--- src/design/seven_segment_scan_driver_macros.svh ---
// ----------------------------------------------------------------------------
// Seven-segment scan driver assertion macros
// Concurrent assertion wrappers; they expand to nothing in synthesis.
// ----------------------------------------------------------------------------
`ifndef SEVEN_SEGMENT_SCAN_DRIVER_MACROS_SVH
`define SEVEN_SEGMENT_SCAN_DRIVER_MACROS_SVH

`ifndef SYNTHESIS

// The consequent must hold in the same cycle as the antecedent.
`define SSD_ASSERT_SAME(lbl, clk, rst_n, ant, cons) \
  lbl: assert property (@(posedge clk) disable iff (!rst_n) (ant) |-> (cons)) \
    else $error("seven segment scan driver: same-cycle check failed");

// The consequent must hold in the cycle after the antecedent.
`define SSD_ASSERT_NEXT(lbl, clk, rst_n, ant, cons) \
  lbl: assert property (@(posedge clk) disable iff (!rst_n) (ant) |=> (cons)) \
    else $error("seven segment scan driver: next-cycle check failed");

`else

`define SSD_ASSERT_SAME(lbl, clk, rst_n, ant, cons)
`define SSD_ASSERT_NEXT(lbl, clk, rst_n, ant, cons)

`endif

`endif

--- src/design/ssd_pkg.sv ---
// ----------------------------------------------------------------------------
// Seven-segment scan driver package
// Sizes, codes, request and result types and the glyph table.
// ----------------------------------------------------------------------------
package ssd_pkg;

  // Characters per bank; a power of two.
  localparam int BUFFER_BYTES = 32;
  localparam int MAX_DIGITS   = 8;

  // Counters and pointers must hold BUFFER_BYTES itself.
  localparam int PTR_W  = $clog2(BUFFER_BYTES) + 1;
  // One bank bit above the character position.
  localparam int ADDR_W = $clog2(2 * BUFFER_BYTES);
  localparam int DIG_W  = 3;
  localparam int NUM_W  = 4;

  localparam logic [7:0] CHAR_DOT = 8'h2E;
  localparam logic [7:0] SEG_DOT  = 8'h80;

  typedef enum logic {
    OP_WRITE   = 1'b0,
    OP_REFRESH = 1'b1
  } opcode_t;

  typedef enum logic {
    RES_WRITE = 1'b0,
    RES_DRIVE = 1'b1
  } res_kind_t;

  typedef enum logic [1:0] {
    CFG_ENABLE        = 2'd0,
    CFG_NUM_DIGITS    = 2'd1,
    CFG_COMMON_HIGH   = 2'd2,
    CFG_SEGMENTS_HIGH = 2'd3
  } cfg_reg_t;

  typedef struct packed {
    logic       opcode;
    logic [7:0] char_code;
    logic       last_char;
  } in_item_t;

  typedef struct packed {
    logic       result_kind;
    logic       accepted;
    logic [7:0] segment_lines;
    logic [7:0] common_lines;
  } out_item_t;

  function automatic logic [7:0] to_upper(input logic [7:0] c);
    logic [7:0] r;
    r = c;
    if (c >= 8'h61 && c <= 8'h7A) begin
      r = c - 8'h20;
    end
    return r;
  endfunction

  // Active-high segment pattern, bit 0 = segment a.
  function automatic logic [7:0] glyph_of(input logic [7:0] c);
    logic [7:0] g;
    unique case (c)
      8'h30:        g = 8'h3F;  // 0
      8'h31:        g = 8'h06;  // 1
      8'h32:        g = 8'h5B;  // 2
      8'h33:        g = 8'h4F;  // 3
      8'h34:        g = 8'h66;  // 4
      8'h35, 8'h53: g = 8'h6D;  // 5 S
      8'h36, 8'h42: g = 8'h7C;  // 6 B
      8'h37:        g = 8'h07;  // 7
      8'h38:        g = 8'h7F;  // 8
      8'h39, 8'h51: g = 8'h67;  // 9 Q
      8'h41:        g = 8'h77;  // A
      8'h43:        g = 8'h39;  // C
      8'h44:        g = 8'h5E;  // D
      8'h45:        g = 8'h79;  // E
      8'h46:        g = 8'h71;  // F
      8'h47:        g = 8'h3D;  // G
      8'h48:        g = 8'h76;  // H
      8'h49:        g = 8'h30;  // I
      8'h4A:        g = 8'h1E;  // J
      8'h4C:        g = 8'h38;  // L
      8'h4E:        g = 8'h54;  // N
      8'h4F:        g = 8'h5C;  // O
      8'h50:        g = 8'h73;  // P
      8'h52:        g = 8'h50;  // R
      8'h54:        g = 8'h78;  // T
      8'h55:        g = 8'h1C;  // U
      8'h56:        g = 8'h3E;  // V
      8'h59:        g = 8'h6E;  // Y
      default:      g = 8'h00;
    endcase
    return g;
  endfunction

endpackage

--- src/design/seven_segment_scan_driver.sv ---
// ----------------------------------------------------------------------------
// Seven-segment scan driver
// Double-buffered text store with string checking and multiplexed digit scan.
// ----------------------------------------------------------------------------
// Each request is accepted, the character store (a synchronous memory with
// registered read data) is read or written, and then the result is formed
// and placed in the output register, once that register is empty or being
// read. A new request is taken once the result stage has passed the last one
// on, even while that result still waits in the output register, so requests
// never overlap in the result stage. A write request without the last
// character mark yields no result; a closing write yields one status result
// and a refresh tick yields one drive result. When enable is low requests are
// still taken but are discarded without a result. The store needs no clearing
// after reset: only positions below the shown length are ever displayed, and
// these have always been written by the string that was accepted.
// ----------------------------------------------------------------------------
`include "seven_segment_scan_driver_macros.svh"

module seven_segment_scan_driver (
  input  logic                clk,
  input  logic                rst_n,
  input  logic                in_valid,
  output logic                in_ready,
  input  ssd_pkg::in_item_t   in_data,
  output logic                out_valid,
  input  logic                out_ready,
  output ssd_pkg::out_item_t  out_data,
  input  logic                cfg_valid,
  output logic                cfg_ready,
  input  logic [1:0]          cfg_index,
  input  logic [3:0]          cfg_data
);

  localparam int PW = ssd_pkg::PTR_W;
  localparam logic [PW-1:0] FULL = PW'(ssd_pkg::BUFFER_BYTES);
  localparam logic [PW-1:0] LAST_LOOK = PW'(ssd_pkg::BUFFER_BYTES - 1);

  // Second-stage payload: what a request carries into its result cycle.
  typedef struct packed {
    logic                          emit;
    logic                          kind;
    logic                          ok;
    logic [7:0]                    com;
    logic                          v1;
    logic                          v2;
    logic [PW-1:0]                 p2;
    logic                          wrap;
  } s1_t;

  // Configuration registers.
  logic                           enable_r;
  logic [ssd_pkg::NUM_W-1:0]      num_digits_r;
  logic                           com_high_r;
  logic                           seg_high_r;

  // Display and load state.
  logic                           bank_r, bank_nxt;
  logic [PW-1:0]                  shown_len_r, shown_len_nxt;
  logic [PW-1:0]                  load_len_r, load_len_nxt;
  logic [PW-1:0]                  dots_r, dots_nxt;
  logic [PW-1:0]                  glyphs_r, glyphs_nxt;
  logic                           prev_dot_r, prev_dot_nxt;
  logic                           load_err_r, load_err_nxt;
  logic [PW-1:0]                  rp_r, rp_nxt;
  logic [ssd_pkg::DIG_W-1:0]      digit_r, digit_nxt;

  // Pipeline and output.
  logic                           s1_valid_r, s1_valid_nxt;
  s1_t                            s1_r, s1_nxt;
  logic                           out_valid_r, out_valid_nxt;
  ssd_pkg::out_item_t             out_data_r, out_data_nxt;

  // Character store: two banks, one write port, two read ports.
  logic [7:0]                     mem_r [2*ssd_pkg::BUFFER_BYTES];
  logic [7:0]                     rd1_r;
  logic [7:0]                     rd2_r;

  logic                           acc;
  logic                           work;
  logic                           is_wr;
  logic                           is_rf;
  logic                           s1_go;
  logic [7:0]                     c_up;
  logic                           is_dot;
  logic [ssd_pkg::NUM_W-1:0]      nd;
  logic                           err_n;
  logic [PW-1:0]                  dots_n;
  logic [PW-1:0]                  glyphs_n;
  logic [PW-1:0]                  len_n;
  logic                           ok;
  logic [PW-1:0]                  p2;
  logic                           wrap;
  logic [ssd_pkg::NUM_W-1:0]      d_inc;
  logic [7:0]                     com;
  logic [7:0]                     seg;
  logic                           dot_hit;
  logic [ssd_pkg::ADDR_W-1:0]     wr_addr;
  logic [ssd_pkg::ADDR_W-1:0]     rd1_addr;
  logic [ssd_pkg::ADDR_W-1:0]     rd2_addr;

  // Views of the output register used by the checks at the end.
  logic                           out_stalled;
  logic                           out_drive;
  logic                           out_status;
  logic [7:0]                     com_levels;
  logic [15:0]                    status_lines;

  // A request is taken whenever the result stage is empty; the output
  // register decouples the consumer from that decision.
  assign in_ready  = !s1_valid_r;
  assign cfg_ready = 1'b1;
  assign out_valid = out_valid_r;
  assign out_data  = out_data_r;

  assign acc   = in_valid && in_ready;
  assign work  = acc && enable_r;
  assign is_wr = work && (in_data.opcode == ssd_pkg::OP_WRITE);
  assign is_rf = work && (in_data.opcode == ssd_pkg::OP_REFRESH);
  assign s1_go = s1_valid_r && (!out_valid_r || out_ready);

  // The digit count is clamped to the range the scan supports.
  always_comb begin
    if (num_digits_r == '0) begin
      nd = ssd_pkg::NUM_W'(1);
    end else if (num_digits_r > ssd_pkg::NUM_W'(ssd_pkg::MAX_DIGITS)) begin
      nd = ssd_pkg::NUM_W'(ssd_pkg::MAX_DIGITS);
    end else begin
      nd = num_digits_r;
    end
  end

  // String loading: the counts saturate at the bank size, and an overlong
  // string is refused because its length can never fall below that size.
  always_comb begin
    c_up     = ssd_pkg::to_upper(in_data.char_code);
    is_dot   = (c_up == ssd_pkg::CHAR_DOT);
    err_n    = load_err_r || (is_dot && ((load_len_r == '0) || prev_dot_r));
    dots_n   = (is_dot && dots_r != FULL) ? dots_r + PW'(1) : dots_r;
    glyphs_n = (!is_dot && glyphs_r != FULL) ? glyphs_r + PW'(1) : glyphs_r;
    len_n    = (load_len_r != FULL) ? load_len_r + PW'(1) : load_len_r;
    ok       = !err_n && (len_n < FULL) && (dots_n <= PW'(nd)) && (glyphs_n >= PW'(nd));
  end

  // Refresh addressing: the character under the read pointer and the one
  // after it, which is merged as a decimal point when it is a dot.
  always_comb begin
    p2    = (rp_r != FULL) ? rp_r + PW'(1) : rp_r;
    d_inc = ssd_pkg::NUM_W'(digit_r) + ssd_pkg::NUM_W'(1);
    wrap  = (d_inc >= nd);
    com   = 8'(1) << digit_r;
    if (!com_high_r) begin
      com = ~com;
    end
    wr_addr  = {~bank_r, load_len_r[PW-2:0]};
    rd1_addr = {bank_r, rp_r[PW-2:0]};
    rd2_addr = {bank_r, p2[PW-2:0]};
  end

  // Result formation from the registered store data, as the result stage moves on.
  always_comb begin
    dot_hit = s1_r.v2 && (rd2_r == ssd_pkg::CHAR_DOT);
    seg     = ssd_pkg::glyph_of(s1_r.v1 ? rd1_r : 8'h00);
    if (dot_hit) begin
      seg = seg | ssd_pkg::SEG_DOT;
    end
    if (!seg_high_r) begin
      seg = ~seg;
    end
  end

  // Next-state logic for everything that is not the store itself.
  always_comb begin
    bank_nxt      = bank_r;
    shown_len_nxt = shown_len_r;
    load_len_nxt  = load_len_r;
    dots_nxt      = dots_r;
    glyphs_nxt    = glyphs_r;
    prev_dot_nxt  = prev_dot_r;
    load_err_nxt  = load_err_r;
    rp_nxt        = rp_r;
    digit_nxt     = digit_r;
    s1_valid_nxt  = s1_valid_r;
    s1_nxt        = s1_r;
    out_valid_nxt = out_valid_r;
    out_data_nxt  = out_data_r;

    if (out_valid_r && out_ready) begin
      out_valid_nxt = 1'b0;
    end

    // A closing write swaps banks when the string passes, and the load
    // state starts afresh either way.
    if (is_wr) begin
      if (in_data.last_char) begin
        load_len_nxt = '0;
        dots_nxt     = '0;
        glyphs_nxt   = '0;
        prev_dot_nxt = 1'b0;
        load_err_nxt = 1'b0;
        if (ok) begin
          bank_nxt      = ~bank_r;
          shown_len_nxt = len_n;
          rp_nxt        = '0;
          digit_nxt     = '0;
        end
      end else begin
        load_len_nxt = len_n;
        dots_nxt     = dots_n;
        glyphs_nxt   = glyphs_n;
        prev_dot_nxt = is_dot;
        load_err_nxt = err_n;
      end
    end

    // The digit advances at once; the read pointer waits for the data,
    // since a merged dot moves it one further.
    if (is_rf) begin
      digit_nxt = wrap ? '0 : digit_r + ssd_pkg::DIG_W'(1);
    end

    if (acc) begin
      s1_valid_nxt = 1'b1;
      s1_nxt.emit  = work && ((in_data.opcode == ssd_pkg::OP_REFRESH) || in_data.last_char);
      s1_nxt.kind  = (in_data.opcode == ssd_pkg::OP_REFRESH) ? ssd_pkg::RES_DRIVE
                                                             : ssd_pkg::RES_WRITE;
      s1_nxt.ok    = ok;
      s1_nxt.com   = com;
      s1_nxt.v1    = (rp_r < shown_len_r);
      s1_nxt.v2    = (p2 < LAST_LOOK) && (p2 < shown_len_r);
      s1_nxt.p2    = p2;
      s1_nxt.wrap  = wrap;
    end else if (s1_go) begin
      s1_valid_nxt = 1'b0;
      if (s1_r.emit) begin
        out_valid_nxt = 1'b1;
        if (s1_r.kind == ssd_pkg::RES_DRIVE) begin
          out_data_nxt.result_kind   = ssd_pkg::RES_DRIVE;
          out_data_nxt.accepted      = 1'b0;
          out_data_nxt.segment_lines = seg;
          out_data_nxt.common_lines  = s1_r.com;
          rp_nxt = s1_r.wrap ? '0 : s1_r.p2 + PW'(dot_hit);
        end else begin
          out_data_nxt.result_kind   = ssd_pkg::RES_WRITE;
          out_data_nxt.accepted      = s1_r.ok;
          out_data_nxt.segment_lines = 8'h00;
          out_data_nxt.common_lines  = 8'h00;
        end
      end
    end
  end

  // Control state and configuration.
  always_ff @(posedge clk) begin
    if (!rst_n) begin
      enable_r     <= 1'b1;
      num_digits_r <= ssd_pkg::NUM_W'(4);
      com_high_r   <= 1'b1;
      seg_high_r   <= 1'b1;
      bank_r       <= 1'b0;
      shown_len_r  <= '0;
      load_len_r   <= '0;
      dots_r       <= '0;
      glyphs_r     <= '0;
      prev_dot_r   <= 1'b0;
      load_err_r   <= 1'b0;
      rp_r         <= '0;
      digit_r      <= '0;
      s1_valid_r   <= 1'b0;
      out_valid_r  <= 1'b0;
    end else begin
      if (cfg_valid && cfg_ready) begin
        unique case (ssd_pkg::cfg_reg_t'(cfg_index))
          ssd_pkg::CFG_ENABLE:        enable_r     <= cfg_data[0];
          ssd_pkg::CFG_NUM_DIGITS:    num_digits_r <= cfg_data;
          ssd_pkg::CFG_COMMON_HIGH:   com_high_r   <= cfg_data[0];
          ssd_pkg::CFG_SEGMENTS_HIGH: seg_high_r   <= cfg_data[0];
        endcase
      end
      bank_r      <= bank_nxt;
      shown_len_r <= shown_len_nxt;
      load_len_r  <= load_len_nxt;
      dots_r      <= dots_nxt;
      glyphs_r    <= glyphs_nxt;
      prev_dot_r  <= prev_dot_nxt;
      load_err_r  <= load_err_nxt;
      rp_r        <= rp_nxt;
      digit_r     <= digit_nxt;
      s1_valid_r  <= s1_valid_nxt;
      out_valid_r <= out_valid_nxt;
    end
  end

  // Payload registers.
  always_ff @(posedge clk) begin
    s1_r       <= s1_nxt;
    out_data_r <= out_data_nxt;
  end

  // Character store. Writes go to the staging bank, reads to the shown one;
  // only one request is in flight, so the two never meet in the same cycle.
  always_ff @(posedge clk) begin
    if (is_wr && (load_len_r != FULL)) begin
      mem_r[wr_addr] <= c_up;
    end
    if (is_rf) begin
      rd1_r <= mem_r[rd1_addr];
      rd2_r <= mem_r[rd2_addr];
    end
  end

  assign out_stalled  = s1_valid_r && out_valid_r && !out_ready;
  assign out_drive    = out_valid_r && (out_data_r.result_kind == ssd_pkg::RES_DRIVE);
  assign out_status   = out_valid_r && (out_data_r.result_kind == ssd_pkg::RES_WRITE);
  assign com_levels   = out_data_r.common_lines ^ {8{!com_high_r}};
  assign status_lines = {out_data_r.segment_lines, out_data_r.common_lines};

  // A waiting result must not be overwritten by the request behind it.
  `SSD_ASSERT_NEXT(a_stall_holds, clk, rst_n, out_stalled, s1_valid_r && out_valid_r)
  // A shown string always fits the bank with room to spare.
  `SSD_ASSERT_SAME(a_shown_fits, clk, rst_n, 1'b1, shown_len_r < FULL && rp_r <= FULL)
  // A drive result has exactly one common line at its active level.
  `SSD_ASSERT_SAME(a_one_common, clk, rst_n, out_drive, $onehot(com_levels))
  // A status result carries no drive levels.
  `SSD_ASSERT_SAME(a_status_clean, clk, rst_n, out_status, status_lines == 16'h0000)

endmodule

--- config.mk ---
export PLATFORM = sky130hd
export DESIGN_NAME = seven_segment_scan_driver
export DESIGN_NICKNAME = d
export VERILOG_FILES = /design/src/design/ssd_pkg.sv /design/src/design/seven_segment_scan_driver.sv
export VERILOG_INCLUDE_DIRS = /design/src /design/src/design
export SDC_FILE = /design/constraint.sdc
export NUM_CORES = 1
export LEC_CHECK = 0
export BUFFER_PORTS_ARGS = -buffer_cell sky130_fd_sc_hd__buf_2
export CORE_MARGIN = 4
export CORE_UTILIZATION = 45
export CTS_BUF_LIST = sky130_fd_sc_hd__clkbuf_8
export DETAILED_ROUTE_END_ITERATION = 10
export GPL_TIMING_DRIVEN = 1
export PLACE_DENSITY = 0.65
export SYNTH_ARGS = -nofsm -noshare
export SYNTH_HDL_FRONTEND = slang
export SYNTH_SLANG_ARGS = --single-unit
export TNS_END_PERCENT = 30
--- constraint.sdc ---
create_clock -name clk -period 3.6 [get_ports clk]
set_clock_uncertainty 0.15 [all_clocks]
set_input_delay 0.36 -clock clk [delete_from_list [all_inputs] [get_ports clk]]
set_output_delay 0.36 -clock clk [all_outputs]
set_load 0.05 [all_outputs]
==> results.toml <==
[global_route]
grt_antenna_before_repair = 6
grt_pass1_wl_microns = 151500
grt_overflow_total = 0
first_global_vias = 23704
grt_max_degree = 128
track_usage_pct = 25.90

[run]
maxCapViolations = 0

[worst_setup_path]
r2r_start = "rp_r[0]$_SDFF_PN0_"
r2r_setup_slack_ns = 0.13
rr_worst_depth = 11
rr_endpoint = "rd2_r[3]$_DFFE_PP_"
cp_data_arrival_time_ns = 3.73
start_kind = "flip-flop"
endpoint_kind = "flip-flop"
worstPathMaxFanout = 9
crit_required_ns = 3.86
crit_type = "reg2reg"

[yosys]
synthCells = 2475
ys_seq_elements = 611
syn_nets = 2544
synth_edf_count = 566
synth-seq-area-share_pct = 55.03
synthFlopType = "edfxtp_1"
yosysWarnings = 0
async_flop_share_pct = 0
ys_types = 77
syn_area_sq_um = 32520
syn_avg_cell_area_sq_um = 13.14

[power_and_ir_drop]
intPower_uw = 11300
seq_power_share_pct = 53.4
p_leak_uw = 0.01175
power.density_nw_per_um2 = 400.0
p_switching_uw = 3408
pwr-share-comb_pct = 5.3
ir_worst_vdd_uv = 246.8
clockPowerShare_pct = 41.3
switching_share_pct = 23.17

[timing]
maxSlewViolCount = 0
setup_ws_ns = 0.1259
worstMarginPinSlew_ns = 1.269
slew_headroom_pct = 15.11
finalSetupViolCount = 0
hold_violations = 0
finalCritPeriodShare_pct = 96.50
period_minus_slack_ns = 3.474
setup_tns_ns = 0
timing.fmax_mhz = 287.8
rsz0062_at_grt = "false"

[layout]
drive_above_1_share_pct = 23.00
final_common_cell = "edfxtp_1"
syn2layout_area_growth_pct = 13.05
finish.instance_area_sq_um = 36760
most-common-layout-cells = "edfxtp_1, nand2_1, mux4_2"
final_nets = 2663
final_core_util_pct = 51.34

[clock_network]
path_clk_slew_ns = 0.06
htreeDepth = 3
numCtsBuffers = 103
cts_tree = "built"
cts_sinks = 611
root_buffer = "clkbuf_8"
clock_latency_ns = 0.72
cts_buffer_depth = 3

[floorplanning]
rows = 98
die_x_microns = 276.8
dieArea_sq_um = 76630
core-area_sq_um = 71610
pin_count = 42
start_util_pct = 45.41
die_h_microns = 276.8

[drt]
drtIter0Drc = 3410
wl_per_cell_microns = 28.31
finalWirelength_microns = 102500
ant_nets = 0
drt_pre_antenna_iters = 6
viasPerCell = 6.677
vias = 24176
drc = 0

[placement]
io_buffers = 40
gp_congestion = 0.9014
hpwl_microns = 67330
dpl_cell_area_sq_um = 34550
pre_cts_slack_ns = -0.2310

[hold_path]
hold_end = "mem_r[32][4]$_DFFE_PP_"
hp-class = "in2reg"
min_from = "in_data[5]"
whs_path_depth = 2

[run_status]
status = "finished, final reports clean"
routing by layer:
layer	vias to the layer above	GRT usage, %	part of all wire [%]
li1	10210	-	-
met1	12028	35.35	39
met2	1646	40.21	46
met3	290	5.227	11
met4	2	11.99	4.6
met5	-	0	0.013
critical path, stage by stage (launching register included):
cell       delay (ns)
dfxtp_4          0.42
clkinv_2         0.08
ha_1             0.21
nand4bb_1        0.24
a21oi_2          0.16
inv_2            0.15
nand2_1          0.29
a211oi_1         0.38
nor4b_1          0.11
buf_4            0.16
nor4_1           0.63
nand4_1          0.21
synthesized netlist by cell type (all sizes together), types with 48 or more instances:
master,instances,area share (%)
nand3,64,0.98
mux2i,86,2.6
o21ai,95,1.5
nand2,194,2.3
a211oi,85,2.0
o22ai,75,1.4
nor2,111,1.3
nor2b,53,1.0
mux2,64,2.2
clkbuf,125,1.5
and3,56,1.1
a21oi,89,1.4
mux4,176,12
ha,48,1.8
buf,71,0.98
edfxtp,566,52
cell type report:
class | instances | area (sq um)
well taps | 950 | 1189
repair buffers | 210 | 1743
fillers | 6120 | 34840
inverters | 40 | 152.6
multi-input cells | 1628 | 13800
flip-flops and latches | 611 | 17910
diodes | 2 | 5.005
clock buffers | 109 | 1500
clock inverters | 71 | 464.2
logic make-up (layout without fill, tap and decap cells):
logic type	Yosys count	count (layout)	synth area share (%)
simple gates	658	658	10.43
flops	611	611	55.03
compound gates	564	564	11.90
mux	326	326	17.05
buf+inv	236	430	2.893
fa+ha+maj	48	48	1.847
xor+xnor	31	31	0.8349
other cells	1	3	0.01153
flip-flops by register name, indices dropped and copies added, names as in the netlist, 3 cells and up:
name,count
out_data,18
rd1_r,8
num_digits_r,4
mem_r,512
dots_r,6
shown_len_r,6
digit_r,3
rp_r,6
glyphs_r,6
s1_r,20
rd2_r,8
load_len_r,6
stage by stage:
step | power, uW | hold slack, ns | std cells
6_report | 14700 | 0.01860 | 3621
5_1_grt | 15200 | 0.01622 | 3621
4_1_cts | 14780 | 0.02880 | 3617
3_5_place_dp | 8747 | 0.3149 | 3421
3_3_place_gp | 8732 | 0.3091 | 3421
2_1_floorplan | 8410 | 0.2946 | 2475
worst max-delay path by stage:
stage | endpoint | slack, ns | start | depth (start not counted)
floorplan | rd2_r[3]$_DFFE_PP_ | 0.02 | rp_r[0]$_SDFF_PN0_ | 17
global placement | rp_r[3]$_SDFF_PN0_ | -0.19 | in_data[1] | 15
detailed placement | digit_r[2]$_SDFFE_PN0P_ | -0.23 | in_data[1] | 15
CTS | digit_r[2]$_SDFFE_PN0P_ | 0.03 | in_data[5] | 16
global route | rp_r[5]$_SDFF_PN0_ | 0.01 | dots_r[0]$_SDFFE_PN0P_ | 15
finish | rd2_r[3]$_DFFE_PP_ | 0.13 | rp_r[0]$_SDFF_PN0_ | 11
power by group through the flow:
stage	combinational, uW	clock, uW	sequential (uW)
after detailed placement	750	0	8000
after global placement	736	0	8000
after CTS	767	6160	7850
after global routing	831	6520	7850
final	783	6070	7850
after floorplan	414	0	8000
repair_timing:
action                                 4_1_cts  5_1_grt
hold buffers                                16        0
resized for setup                            0       19
buffers inserted                             0        1
setup endpoints to repair                    0       24
endpoints found under the hold margin       23        0
Power figures use the tool's default switching activity.
